==> src/hdl/bafmt_pkg.sv <==
// Package for the binary to ASCII number formatter.
// Holds the sizing constants, ASCII codes, cell and state codes, and the digit function.
// No dependencies.
package bafmt_pkg;

  localparam int unsigned VALUE_BITS         = 64;
  localparam int unsigned MAX_DECIMAL_DIGITS = 20;
  localparam int unsigned HEX_DIGITS         = (VALUE_BITS + 3) / 4;
  localparam int unsigned NUM_CELLS          = (MAX_DECIMAL_DIGITS > HEX_DIGITS) ?
                                               MAX_DECIMAL_DIGITS : HEX_DIGITS;
  localparam int unsigned BIT_CNT_W          = $clog2(VALUE_BITS);
  localparam int unsigned DIG_CNT_W          = $clog2(NUM_CELLS + 1);

  localparam logic [7:0] CHAR_ZERO    = 8'h30;
  localparam logic [7:0] CHAR_X       = 8'h78;
  localparam logic [7:0] CHAR_UPPER_A = 8'h41;
  localparam logic [7:0] CHAR_LOWER_A = 8'h61;

  localparam logic OPCODE_DEC = 1'b0;
  localparam logic OPCODE_HEX = 1'b1;

  typedef enum logic [2:0] {
    CELL_HOLD,
    CELL_CLEAR,
    CELL_CONV_DEC,
    CELL_CONV_HEX,
    CELL_SHIFT
  } cell_op_e;

  typedef enum logic [2:0] {
    ST_IDLE,
    ST_CONVERT,
    ST_PREFIX_ZERO,
    ST_PREFIX_X,
    ST_SKIP,
    ST_EMIT
  } state_e;

  function automatic logic [7:0] digit_char(input logic [3:0] d, input logic upper);
    logic [7:0] base;
    base = upper ? CHAR_UPPER_A : CHAR_LOWER_A;
    if (d < 4'd10) begin
      return CHAR_ZERO + {4'b0000, d};
    end
    return base + {4'b0000, d} - 8'd10;
  endfunction

endpackage

==> src/hdl/bafmt_ifs.sv <==
// Channel interfaces of the number formatter: input items, result items, configuration.
// Depends on bafmt_pkg for the value width.
interface bafmt_in_if;
  logic                                valid;
  logic                                ready;
  logic                                opcode;
  logic [bafmt_pkg::VALUE_BITS-1:0]    value;
  modport source (output valid, output opcode, output value, input ready);
  modport sink (input valid, input opcode, input value, output ready);
endinterface

interface bafmt_out_if;
  logic       valid;
  logic       ready;
  logic [7:0] character;
  logic       last;
  modport source (output valid, output character, output last, input ready);
  modport sink (input valid, input character, input last, output ready);
endinterface

interface bafmt_cfg_if;
  logic valid;
  logic ready;
  logic data;
  modport source (output valid, output data, input ready);
  modport sink (input valid, input data, output ready);
endinterface

==> src/hdl/bafmt_cell.sv <==
// One digit cell of the conversion chain: a 4-bit digit with shift-and-add-3 step
// (decimal) or plain shift (hex); depends on bafmt_pkg for the cell operation codes.
module bafmt_cell (
  input  logic                clk_i,
  input  bafmt_pkg::cell_op_e op_i,
  input  logic                carry_i,
  input  logic [3:0]          digit_i,
  output logic                carry_o,
  output logic [3:0]          digit_o
);

  logic [3:0] digit_q, digit_d;
  logic [3:0] adj;

  always_comb begin
    adj = (digit_q >= 4'd5) ? digit_q + 4'd3 : digit_q;
    carry_o = (op_i == bafmt_pkg::CELL_CONV_HEX) ? digit_q[3] : adj[3];
    case (op_i)
      bafmt_pkg::CELL_CLEAR:    digit_d = 4'd0;
      bafmt_pkg::CELL_CONV_DEC: digit_d = {adj[2:0], carry_i};
      bafmt_pkg::CELL_CONV_HEX: digit_d = {digit_q[2:0], carry_i};
      bafmt_pkg::CELL_SHIFT:    digit_d = digit_i;
      default:                  digit_d = digit_q;
    endcase
  end

  always_ff @(posedge clk_i) begin
    digit_q <= digit_d;
  end

  assign digit_o = digit_q;

endmodule

==> src/hdl/bafmt_chain.sv <==
// Row of digit cells: converts a bit stream to decimal or hex digits, then shifts
// the digits toward the top cell for output. Depends on bafmt_pkg and bafmt_cell.
module bafmt_chain (
  input  logic                clk_i,
  input  bafmt_pkg::cell_op_e op_i,
  input  logic                bit_i,
  output logic [3:0]          top_digit_o,
  output logic                ovf_o
);

  logic       carry [bafmt_pkg::NUM_CELLS];
  logic [3:0] digit [bafmt_pkg::NUM_CELLS];

  for (genvar i = 0; i < bafmt_pkg::NUM_CELLS; i++) begin : g_cell
    logic       c_in;
    logic [3:0] d_in;
    if (i == 0) begin : g_first
      assign c_in = bit_i;
      assign d_in = 4'd0;
    end else if (i == bafmt_pkg::MAX_DECIMAL_DIGITS) begin : g_dec_edge
      assign c_in = (op_i == bafmt_pkg::CELL_CONV_DEC) ? 1'b0 : carry[i-1];
      assign d_in = digit[i-1];
    end else begin : g_mid
      assign c_in = carry[i-1];
      assign d_in = digit[i-1];
    end
    bafmt_cell u_cell (
      .clk_i   (clk_i),
      .op_i    (op_i),
      .carry_i (c_in),
      .digit_i (d_in),
      .carry_o (carry[i]),
      .digit_o (digit[i])
    );
  end

  assign top_digit_o = digit[bafmt_pkg::NUM_CELLS-1];
  assign ovf_o       = carry[bafmt_pkg::MAX_DECIMAL_DIGITS-1];

endmodule

==> src/hdl/binary_to_ascii_number_formatter_unit.sv <==
// After the bit-serial conversion, hex mode first registers the prefix characters '0' and 'x'.
// Both modes then shift leading zero cells out of the chain, keeping at least one digit.
// A new item is taken only in ST_IDLE, once the last character of the previous item is loaded;
// sink stalls hold the prefix and digit output states.
// Reset is asynchronous and active low; it empties the output and sets upper_q (upper-case hex).
// Depends on bafmt_pkg, bafmt_ifs and bafmt_chain.
module binary_to_ascii_number_formatter_unit (
  input  logic        clk_i,
  input  logic        rst_ni,
  bafmt_in_if.sink    in_i,
  bafmt_out_if.source out_o,
  bafmt_cfg_if.sink   cfg_i
);

  bafmt_pkg::state_e   state_q, state_d;
  bafmt_pkg::cell_op_e cell_op;

  logic [bafmt_pkg::VALUE_BITS-1:0] value_q, value_d;
  logic                             mode_q, mode_d;
  logic                             ovf_q, ovf_d;
  logic [bafmt_pkg::BIT_CNT_W-1:0]  bit_cnt_q, bit_cnt_d;
  logic [bafmt_pkg::DIG_CNT_W-1:0]  dig_cnt_q, dig_cnt_d;
  logic                             out_valid_q, out_valid_d;
  logic [7:0]                       char_q, char_d;
  logic                             last_q, last_d;
  logic                             upper_q;
  logic [3:0]                       top_digit;
  logic                             chain_ovf;
  logic                             out_free;
  logic                             load;
  logic                             keep_all;

  bafmt_chain u_chain (
    .clk_i       (clk_i),
    .op_i        (cell_op),
    .bit_i       (value_q[bafmt_pkg::VALUE_BITS-1]),
    .top_digit_o (top_digit),
    .ovf_o       (chain_ovf)
  );

  assign cfg_i.ready = 1'b1;
  assign out_free    = !out_valid_q || out_o.ready;
  assign keep_all    = ovf_q &&
                       (dig_cnt_q <= bafmt_pkg::DIG_CNT_W'(bafmt_pkg::MAX_DECIMAL_DIGITS));

  always_comb begin
    state_d    = state_q;
    value_d    = value_q;
    mode_d     = mode_q;
    ovf_d      = ovf_q;
    bit_cnt_d  = bit_cnt_q;
    dig_cnt_d  = dig_cnt_q;
    char_d     = char_q;
    last_d     = last_q;
    load       = 1'b0;
    cell_op    = bafmt_pkg::CELL_HOLD;
    in_i.ready = 1'b0;
    case (state_q)
      bafmt_pkg::ST_IDLE: begin
        in_i.ready = 1'b1;
        if (in_i.valid) begin
          value_d   = in_i.value;
          mode_d    = in_i.opcode;
          ovf_d     = 1'b0;
          bit_cnt_d = '0;
          cell_op   = bafmt_pkg::CELL_CLEAR;
          state_d   = bafmt_pkg::ST_CONVERT;
        end
      end
      bafmt_pkg::ST_CONVERT: begin
        cell_op   = (mode_q == bafmt_pkg::OPCODE_HEX) ? bafmt_pkg::CELL_CONV_HEX :
                                                        bafmt_pkg::CELL_CONV_DEC;
        value_d   = {value_q[bafmt_pkg::VALUE_BITS-2:0], 1'b0};
        bit_cnt_d = bit_cnt_q + 1'b1;
        if (mode_q == bafmt_pkg::OPCODE_DEC && chain_ovf) begin
          ovf_d = 1'b1;
        end
        if (bit_cnt_q == bafmt_pkg::BIT_CNT_W'(bafmt_pkg::VALUE_BITS - 1)) begin
          dig_cnt_d = bafmt_pkg::DIG_CNT_W'(bafmt_pkg::NUM_CELLS);
          state_d   = (mode_q == bafmt_pkg::OPCODE_HEX) ? bafmt_pkg::ST_PREFIX_ZERO :
                                                          bafmt_pkg::ST_SKIP;
        end
      end
      bafmt_pkg::ST_PREFIX_ZERO: begin
        if (out_free) begin
          load    = 1'b1;
          char_d  = bafmt_pkg::CHAR_ZERO;
          last_d  = 1'b0;
          state_d = bafmt_pkg::ST_PREFIX_X;
        end
      end
      bafmt_pkg::ST_PREFIX_X: begin
        if (out_free) begin
          load    = 1'b1;
          char_d  = bafmt_pkg::CHAR_X;
          last_d  = 1'b0;
          state_d = bafmt_pkg::ST_SKIP;
        end
      end
      bafmt_pkg::ST_SKIP: begin
        if (top_digit == 4'd0 && dig_cnt_q > bafmt_pkg::DIG_CNT_W'(1) && !keep_all) begin
          cell_op   = bafmt_pkg::CELL_SHIFT;
          dig_cnt_d = dig_cnt_q - 1'b1;
        end else begin
          state_d = bafmt_pkg::ST_EMIT;
        end
      end
      bafmt_pkg::ST_EMIT: begin
        if (out_free) begin
          load      = 1'b1;
          char_d    = bafmt_pkg::digit_char(top_digit, upper_q);
          last_d    = (dig_cnt_q == bafmt_pkg::DIG_CNT_W'(1));
          cell_op   = bafmt_pkg::CELL_SHIFT;
          dig_cnt_d = dig_cnt_q - 1'b1;
          if (dig_cnt_q == bafmt_pkg::DIG_CNT_W'(1)) begin
            state_d = bafmt_pkg::ST_IDLE;
          end
        end
      end
      default: begin
        state_d = bafmt_pkg::ST_IDLE;
      end
    endcase
    if (load) begin
      out_valid_d = 1'b1;
    end else if (out_o.ready) begin
      out_valid_d = 1'b0;
    end else begin
      out_valid_d = out_valid_q;
    end
  end

  always_ff @(posedge clk_i or negedge rst_ni) begin
    if (!rst_ni) begin
      state_q     <= bafmt_pkg::ST_IDLE;
      out_valid_q <= 1'b0;
      upper_q     <= 1'b1;
      ovf_q       <= 1'b0;
      bit_cnt_q   <= '0;
      dig_cnt_q   <= '0;
    end else begin
      state_q     <= state_d;
      out_valid_q <= out_valid_d;
      ovf_q       <= ovf_d;
      bit_cnt_q   <= bit_cnt_d;
      dig_cnt_q   <= dig_cnt_d;
      if (cfg_i.valid) begin
        upper_q <= cfg_i.data;
      end
    end
  end

  always_ff @(posedge clk_i) begin
    value_q <= value_d;
    mode_q  <= mode_d;
    char_q  <= char_d;
    last_q  <= last_d;
  end

  assign out_o.valid     = out_valid_q;
  assign out_o.character = char_q;
  assign out_o.last      = last_q;

endmodule

==> src/flat_wrapper.sv <==
// flat-port wrapper written by rule: the top's interface ports become plain ports
module binary_to_ascii_number_formatter_unit_flat 
  (clk_i, rst_ni, in_i_valid, in_i_opcode, in_i_value, in_i_ready, out_o_valid, out_o_character, out_o_last, out_o_ready, cfg_i_valid, cfg_i_data, cfg_i_ready);
  bafmt_in_if in_i_i ();
  bafmt_out_if out_o_i ();
  bafmt_cfg_if cfg_i_i ();
  input  logic clk_i;
  input  logic rst_ni;
  input wire logic [$bits(in_i_i.valid)-1:0] in_i_valid;
  input wire logic [$bits(in_i_i.opcode)-1:0] in_i_opcode;
  input wire logic [$bits(in_i_i.value)-1:0] in_i_value;
  output wire logic [$bits(in_i_i.ready)-1:0] in_i_ready;
  output wire logic [$bits(out_o_i.valid)-1:0] out_o_valid;
  output wire logic [$bits(out_o_i.character)-1:0] out_o_character;
  output wire logic [$bits(out_o_i.last)-1:0] out_o_last;
  input wire logic [$bits(out_o_i.ready)-1:0] out_o_ready;
  input wire logic [$bits(cfg_i_i.valid)-1:0] cfg_i_valid;
  input wire logic [$bits(cfg_i_i.data)-1:0] cfg_i_data;
  output wire logic [$bits(cfg_i_i.ready)-1:0] cfg_i_ready;
  assign in_i_i.valid = in_i_valid;
  assign in_i_i.opcode = in_i_opcode;
  assign in_i_i.value = in_i_value;
  assign in_i_ready = in_i_i.ready;
  assign out_o_valid = out_o_i.valid;
  assign out_o_character = out_o_i.character;
  assign out_o_last = out_o_i.last;
  assign out_o_i.ready = out_o_ready;
  assign cfg_i_i.valid = cfg_i_valid;
  assign cfg_i_i.data = cfg_i_data;
  assign cfg_i_ready = cfg_i_i.ready;
  binary_to_ascii_number_formatter_unit u_core (.clk_i(clk_i), .rst_ni(rst_ni), .in_i(in_i_i), .out_o(out_o_i), .cfg_i(cfg_i_i));
endmodule
==> config.mk <==
export PLATFORM = sky130hd
export DESIGN_NAME = binary_to_ascii_number_formatter_unit_flat
export DESIGN_NICKNAME = d
export VERILOG_FILES = /design/src/hdl/bafmt_pkg.sv /design/src/hdl/bafmt_ifs.sv /design/src/hdl/bafmt_cell.sv /design/src/hdl/bafmt_chain.sv /design/src/hdl/binary_to_ascii_number_formatter_unit.sv /design/src/flat_wrapper.sv
export SDC_FILE = /design/constraint.sdc
export NUM_CORES = 1
export LEC_CHECK = 0
export BUFFER_PORTS_ARGS = -buffer_cell sky130_fd_sc_hd__clkbuf_2
export CORE_MARGIN = 1
export CORE_UTILIZATION = 40
export DETAILED_ROUTE_END_ITERATION = 10
export SYNTH_ARGS = -nofsm -noshare
export SYNTH_HDL_FRONTEND = slang
export SYNTH_SLANG_ARGS = --single-unit
==> constraint.sdc <==
create_clock -name clk_i -period 6.5 [get_ports clk_i]
set_input_delay 1.3 -clock clk_i [delete_from_list [all_inputs] [get_ports clk_i]]
set_output_delay 1.3 -clock clk_i [all_outputs]
set_load 0.05 [all_outputs]
==> impl_metrics.env, run 1 <==
export IMPL_power_density_nw_per_um2=532
export IMPL_synth_fa_ha_area_share_pct=5.84
export IMPL_wl_per_cell_um=14.6
export IMPL_die_w_um=157
export IMPL_drt_iter0_drc=436
export IMPL_synth_top_cell_by_area="edfxtp_1"
export IMPL_post_cts_resized=0
export IMPL_status="finished clean"
export IMPL_startpoint_type="input port"
export IMPL_cts_sinks=170
export IMPL_die_h_um=157
export IMPL_grt_setup_unrepaired="false"
export IMPL_drt_antenna_violating_nets=0
export IMPL_vias=6855
export IMPL_place_ws_ns=2.91
export IMPL_tightest_slew_ns=1.04
export IMPL_reg2reg_slack_ns=3.46
export IMPL_synth_main_ff_cell="edfxtp_1"
export IMPL_crit_fanout=76
export IMPL_drive_above_1_share_pct=19.0
export IMPL_synth_cell_area_um2=9640
export IMPL_antenna_found_initial=0
export IMPL_drv_cap=0
export IMPL_slew_headroom_pct=30.6
export IMPL_clk_latency_ns=0.43
export IMPL_muxShareOfSynthArea_pct=0.324
export IMPL_grt_first_pass_wirelength_um=32400
export IMPL_remaining_drc_errors=0
export IMPL_hold_slack_ns=0.511
export IMPL_endpoint_kind="flop"
export IMPL_cts_setup_buffers=0
export IMPL_antenna_cells=0
export IMPL_yosysTopAreaCellShare_pct=47.7
export IMPL_period_needed_ns=3.12
export IMPL_grt_max_degree=92
export IMPL_vias_per_cell=5.19
export IMPL_synth_top_family_by_area="simple AND/OR/NAND/NOR gates"
export IMPL_clk_pin_slew_ns=0.07
export IMPL_synth_compound_area_share_pct=17.5
export IMPL_fin_nets=1104
export IMPL_synthesis_nets=1046
export IMPL_synthCells=930
export IMPL_syn_to_final_growth_pct=13.0
export IMPL_fillers=2252
export IMPL_syn_area_per_cell_um2=10.4
export IMPL_setup_slack_ns=3.38
export IMPL_synth_xor_area_share_pct=2.36
export IMPL_yosys_top_cells_area="edfxtp_1 (48%), nand2_1 (8.3%), ha_1 (5.8%), o22ai_2 (4.8%), a21oi_1 (4.4%)"
export IMPL_ys_ff_latch=170
export IMPL_ctsHoldBuffers=0
export IMPL_synth_edff_count=153
export IMPL_io_pins=83
export IMPL_max_vdd_ir_drop_uv=505
export IMPL_synth_distinct_cells=52
export IMPL_hold_path_class="flop to flop"
export IMPL_skew_ns=0.0113
export IMPL_rows=56
export IMPL_critical_path_required_ns=6.54
export IMPL_synth_warnings=0
export IMPL_port_buffers=80
export IMPL_total_power_mw=5.79
export IMPL_numCtsBuffers=17
export IMPL_die_area_um2=24700
export IMPL_yosys_area_share_simple_pct=17.6
export IMPL_critical_path_class="input port to flop"
export IMPL_leakagePower_nw=4.37
export IMPL_grt_usage_pct=16.4
export IMPL_synth_seq_area_share_pct=52.1
export IMPL_cts_root_buf="clkbuf_16"
export IMPL_core_area_um2=23500
export IMPL_fmax_ghz=0.321
export IMPL_post_route_util_pct=46.3
export IMPL_ys_async_sr_fraction_pct=10.0
export IMPL_min_period_over_period_pct=48.0
export IMPL_grt_pass1_vias=6685
export IMPL_final_max_slew_viol_count=0
export IMPL_cts_buffer_depth=2
export IMPL_cp_arrival_ns=3.16
export IMPL_finalWirelength_um=19300
export IMPL_htree_num_levels=4
export IMPL_grt_overflow=0
export IMPL_start_util_pct=41.0
export IMPL_finalSetupViolCount=0
export IMPL_routabilityCongestion=0.754
export IMPL_firstDrtPassIters=5
export IMPL_tritoncts="done"
export IMPL_tns_ns=0
export IMPL_hpwlAfterDp_um=11700
export IMPL_hold_viol=0
[critical path: stages]
cell and delay (ns):
clkbuf_2 0.08, nor2b_1 0.07, o31ai_1 0.35, a31oi_4 0.21, nor3_4 0.24, nand2_2 0.10
nand2_4 0.77
[flip-flops by register name, indices dropped and copies added, names as in the netlist]
name	count
u_core.u_chain.g_cell.u_cell.digit_o	80
u_core.value_q	64
u_core.out_o.character	7
u_core.bit_cnt_q	6
u_core.dig_cnt_q	5
u_core.state_q	3
u_core.mode_q	1
u_core.out_o.last	1
u_core.out_o.valid	1
u_core.ovf_q	1
u_core.upper_q	1
[power by group]
group | leakage (nW) | switching [mW] | total [mW] | internal [mW]
Combinational | 2.39 | 1.48 | 2.40 | 0.915
Sequential | 1.69 | 0.413 | 2.36 | 1.95
Clock | 0.290 | 0.510 | 1.03 | 0.521
Total | 4.37 | 2.40 | 5.79 | 3.39
[layout make-up]
cell class	count	area (um2)	share of cell area, %
timing repair buffer	86	445	4.09
clock buffer	17	425	3.91
multi-input combinational	665	4250	39.0
inverter	48	180	1.65
clock inverter	15	173	1.59
sequential	170	5020	46.1
tap	319	399	3.66
[cells in the final DEF (no fill, tap or decap), drive strengths merged, types with 3 or more instances in the layout]
cell type / instances
nor3b: 19
clkbuf: 97
clkinv: 5
and3: 3
buf: 6
o22ai: 40
or3: 3
o211ai: 24
o21bai: 3
ha: 45
nand3: 11
edfxtp: 153
o21ai: 30
or4b: 19
a22o: 19
nand2b: 23
nor2: 48
nor3: 7
a21o: 19
inv: 57
xnor2: 26
dfrtp: 16
nand2: 213
a21oi: 86
[metal layers]
layer / part of all wire [%] / up-vias / global-route usage (%)
li1: - / 3442 / -
met2: 46 / 124 / 27.0
met5: 0 / - / 0
met3: 4.4 / 8 / 3.63
met4: 0.64 / 0 / 3.93
met1: 49 / 3281 / 22.0
[path summary, 6_finish.rpt]
| kind | startpoint | to | cells after the start |
|---|---|---|---|
| max | out_o_ready | u_core.u_chain.g_cell[3].u_cell.digit_o[3] | 7 |
| min | u_core.bit_cnt_q[3] | u_core.bit_cnt_q[3] | 1 |
| max reg2reg | u_core.state_q[2] | u_core.u_chain.g_cell[3].u_cell.digit_o[3] | 6 |
| min reg2reg | u_core.bit_cnt_q[3] | u_core.bit_cnt_q[3] | 1 |
| max in group asynchronous | rst_ni | u_core.upper_q | 1 |
| min in group asynchronous | rst_ni | u_core.dig_cnt_q[2] | 1 |
[cell families (layout without fill, tap and decap cells)]
logic type / Yosys count / in the layout
simple gates: 358 / 358
compound gates: 231 / 231
flops: 170 / 170
buf+inv: 95 / 166
fa+ha+maj: 45 / 45
xor+xnor: 26 / 26
mux: 3 / 3
other cells: 2 / 2
[synth_stat cells (23+ instances only)]
cell,number
a21oi_1,85
clkbuf_1,34
edfxtp_1,153
ha_1,45
inv_1,47
nand2_1,212
nand2b_1,23
nor2_1,48
o211ai_1,24
o21ai_0,30
o22ai_2,37
xnor2_1,26
[per-stage QoR]
step                instances  instance area, um2
floorplan                 930                9640
global placement         1288               10300
detailed placement       1288               10300
CTS                      1320               10900
global route             1320               10900
finish                   1320               10900
(Power assumes the default switching activity.)
==> run 2, diff against run 1 <==
Clock period 6.5 ns to 2.6 ns, I/O delays scaled along.
==> impl_metrics.env, run 2 (same netlist as run 1, synthesis figures left out) <==
export IMPL_leakagePower_nw=4.51
export IMPL_p_int_mw=8.88
export IMPL_grt_overflow=0
export IMPL_layout_commonest_cell="nand2_1"
export IMPL_rr_worst_depth=10
export IMPL_grt_setup_unrepaired="false"
export IMPL_tns_ns=0
export IMPL_grt_max_degree=92
export IMPL_fin_nets=1121
export IMPL_firstDrtPassIters=5
export IMPL_numCtsBuffers=17
export IMPL_cts_root_buf="clkbuf_16"
export IMPL_cts_setup_buffers=0
export IMPL_drive_above_1_share_pct=20.5
export IMPL_status="finished clean"
export IMPL_endpoint_kind="flop"
export IMPL_max_vdd_ir_drop_uv=757
export IMPL_period_needed_ns=2.44
export IMPL_grt_usage_pct=16.6
export IMPL_htree_num_levels=4
export IMPL_skew_ns=0.00973
export IMPL_startpoint_type="flop"
export IMPL_finalSetupViolCount=0
export IMPL_timing_critical_path_buf_inv=3
export IMPL_slew_headroom_pct=55.6
export IMPL_vias_per_cell=5.15
export IMPL_rows=56
export IMPL_combPwrFrac_pct=44.1
export IMPL_seq_power_share_pct=38.6
export IMPL_final_max_slew_viol_count=0
export IMPL_crit_slowest_cell="dfrtp_1"
export IMPL_power_share_clock_pct=17.3
export IMPL_switching_share_pct=40.8
export IMPL_post_route_util_pct=47.5
export IMPL_finalWirelength_um=19300
export IMPL_switchingPower_mw=6.13
export IMPL_vias=6889
export IMPL_critPathTopFamily="compound AO/OA/AOI/OAI gates"
export IMPL_ctsHoldBuffers=0
export IMPL_wl_per_cell_um=14.5
export IMPL_syn_to_final_growth_pct=16.0
export IMPL_power_density_nw_per_um2=1340
export IMPL_crit_fanout=17
export IMPL_min_period_over_period_pct=93.8
export IMPL_hold_viol=0
export IMPL_hpwlAfterDp_um=12500
export IMPL_clk_pin_slew_ns=0.07
export IMPL_cp_arrival_ns=2.72
export IMPL_post_cts_resized=0
export IMPL_remaining_drc_errors=0
export IMPL_die_w_um=157
export IMPL_mostFrequentLayoutCells="nand2_1 (211), edfxtp_1 (153), a21oi_1 (85)"
export IMPL_drv_cap=0
export IMPL_port_buffers=80
export IMPL_tightest_slew_ns=0.667
export IMPL_routabilityCongestion=0.768
export IMPL_die_area_um2=24700
export IMPL_fmax_ghz=0.410
export IMPL_largest_reg_flops=80
export IMPL_tritoncts="done"
export IMPL_drt_iter0_drc=421
export IMPL_antenna_cells=0
export IMPL_clk_latency_ns=0.44
export IMPL_antenna_found_initial=0
export IMPL_critical_path_required_ns=2.88
export IMPL_critical_path_class="flop to flop"
export IMPL_grt_first_pass_wirelength_um=32400
export IMPL_start_util_pct=41.0
export IMPL_fillers=2183
export IMPL_io_pins=83
export IMPL_cts_buffer_depth=2
export IMPL_hold_path_class="input port to async pin"
export IMPL_core_area_um2=23500
export IMPL_grt_pass1_vias=6496
export IMPL_die_h_um=157
export IMPL_drt_antenna_violating_nets=0
export IMPL_cts_sinks=170
export IMPL_crit_chain="inv_1, ha_1, o21bai_1, a2111oi_4, a31oi_4, nor3_4, nand2_2, buf_12, buf_4, o22ai_2"
export IMPL_cp_slowest_stage_delay_ns=0.38
export IMPL_crit_cells=10
[run 2: power by group through the flow]
stage / registers (mW) / clock network, mW / logic (mW)
floorplan: 5.74 / 0 / 4.89
global placement: 5.82 / 0 / 6.58
detailed placement: 5.82 / 0 / 6.69
CTS: 5.78 / 2.66 / 6.73
global route: 5.97 / 2.78 / 7.42
finish: 5.79 / 2.60 / 6.62
[run 2: area by class of cell]
class,instances,area (um2),area share (%)
Sequential cell,170,5020,44.9
Multi-Input combinational cell,665,4270,38.2
Timing Repair Buffer,103,698,6.24
Clock buffer,17,425,3.80
Tap cell,319,399,3.57
Clock inverter,15,186,1.67
Inverter,48,184,1.65
[run 2: worst reg2reg max path, cell delays in order, from the launching register on]
cell and delay [ns]:
dfrtp_1 0.38, inv_1 0.07, ha_1 0.19, o21bai_1 0.19
a2111oi_4 0.37, a31oi_4 0.16, nor3_4 0.23, nand2_2 0.14
buf_12 0.19, buf_4 0.21, o22ai_2 0.15
[run 2: metal layers]
| layer | routed length (um) | track usage [%] | part of all wire [%] | up-vias |
|---|---|---|---|---|
| met2 | 8970 | 26.6 | 46 | 127 |
| met4 | 124 | 3.65 | 0.64 | 0 |
| met1 | 9390 | 22.7 | 49 | 3274 |
| met5 | 0 | 0 | 0 | - |
| li1 | - | - | - | 3476 |
| met3 | 857 | 3.83 | 4.4 | 12 |
[run 2: through the flow]
step / hold slack, ns / std cells / power [mW] / setup slack, ns / area [um2]
final: 0.0235 / 1337 / 15.0 / 0.162 / 11200
after global placement: 0.487 / 1305 / 12.4 / 0.185 / 10600
after CTS: 0.0314 / 1337 / 15.2 / 0.0907 / 11200
after global routing: 0.0479 / 1337 / 16.2 / 0.0307 / 11200
after detailed placement: 0.493 / 1305 / 12.5 / 0.124 / 10600
after floorplan: 0.224 / 930 / 10.6 / -0.217 / 9670
[run 2: worst paths after layout]
kind / slack, ns / endpoint / from
worst min-delay path: 0.02 / u_core.state_q[2] / rst_ni
max in group asynchronous: 2.23 / u_core.upper_q / rst_ni
worst max-delay path: 0.16 / u_core.u_chain.g_cell[15].u_cell.digit_o[0] / u_core.dig_cnt_q[1]
min in group clk_i: 0.30 / u_core.mode_q / in_i_opcode
worst min register to register: 0.51 / u_core.bit_cnt_q[2] / u_core.bit_cnt_q[2]
worst max register to register: 0.16 / u_core.u_chain.g_cell[15].u_cell.digit_o[0] / u_core.dig_cnt_q[1]
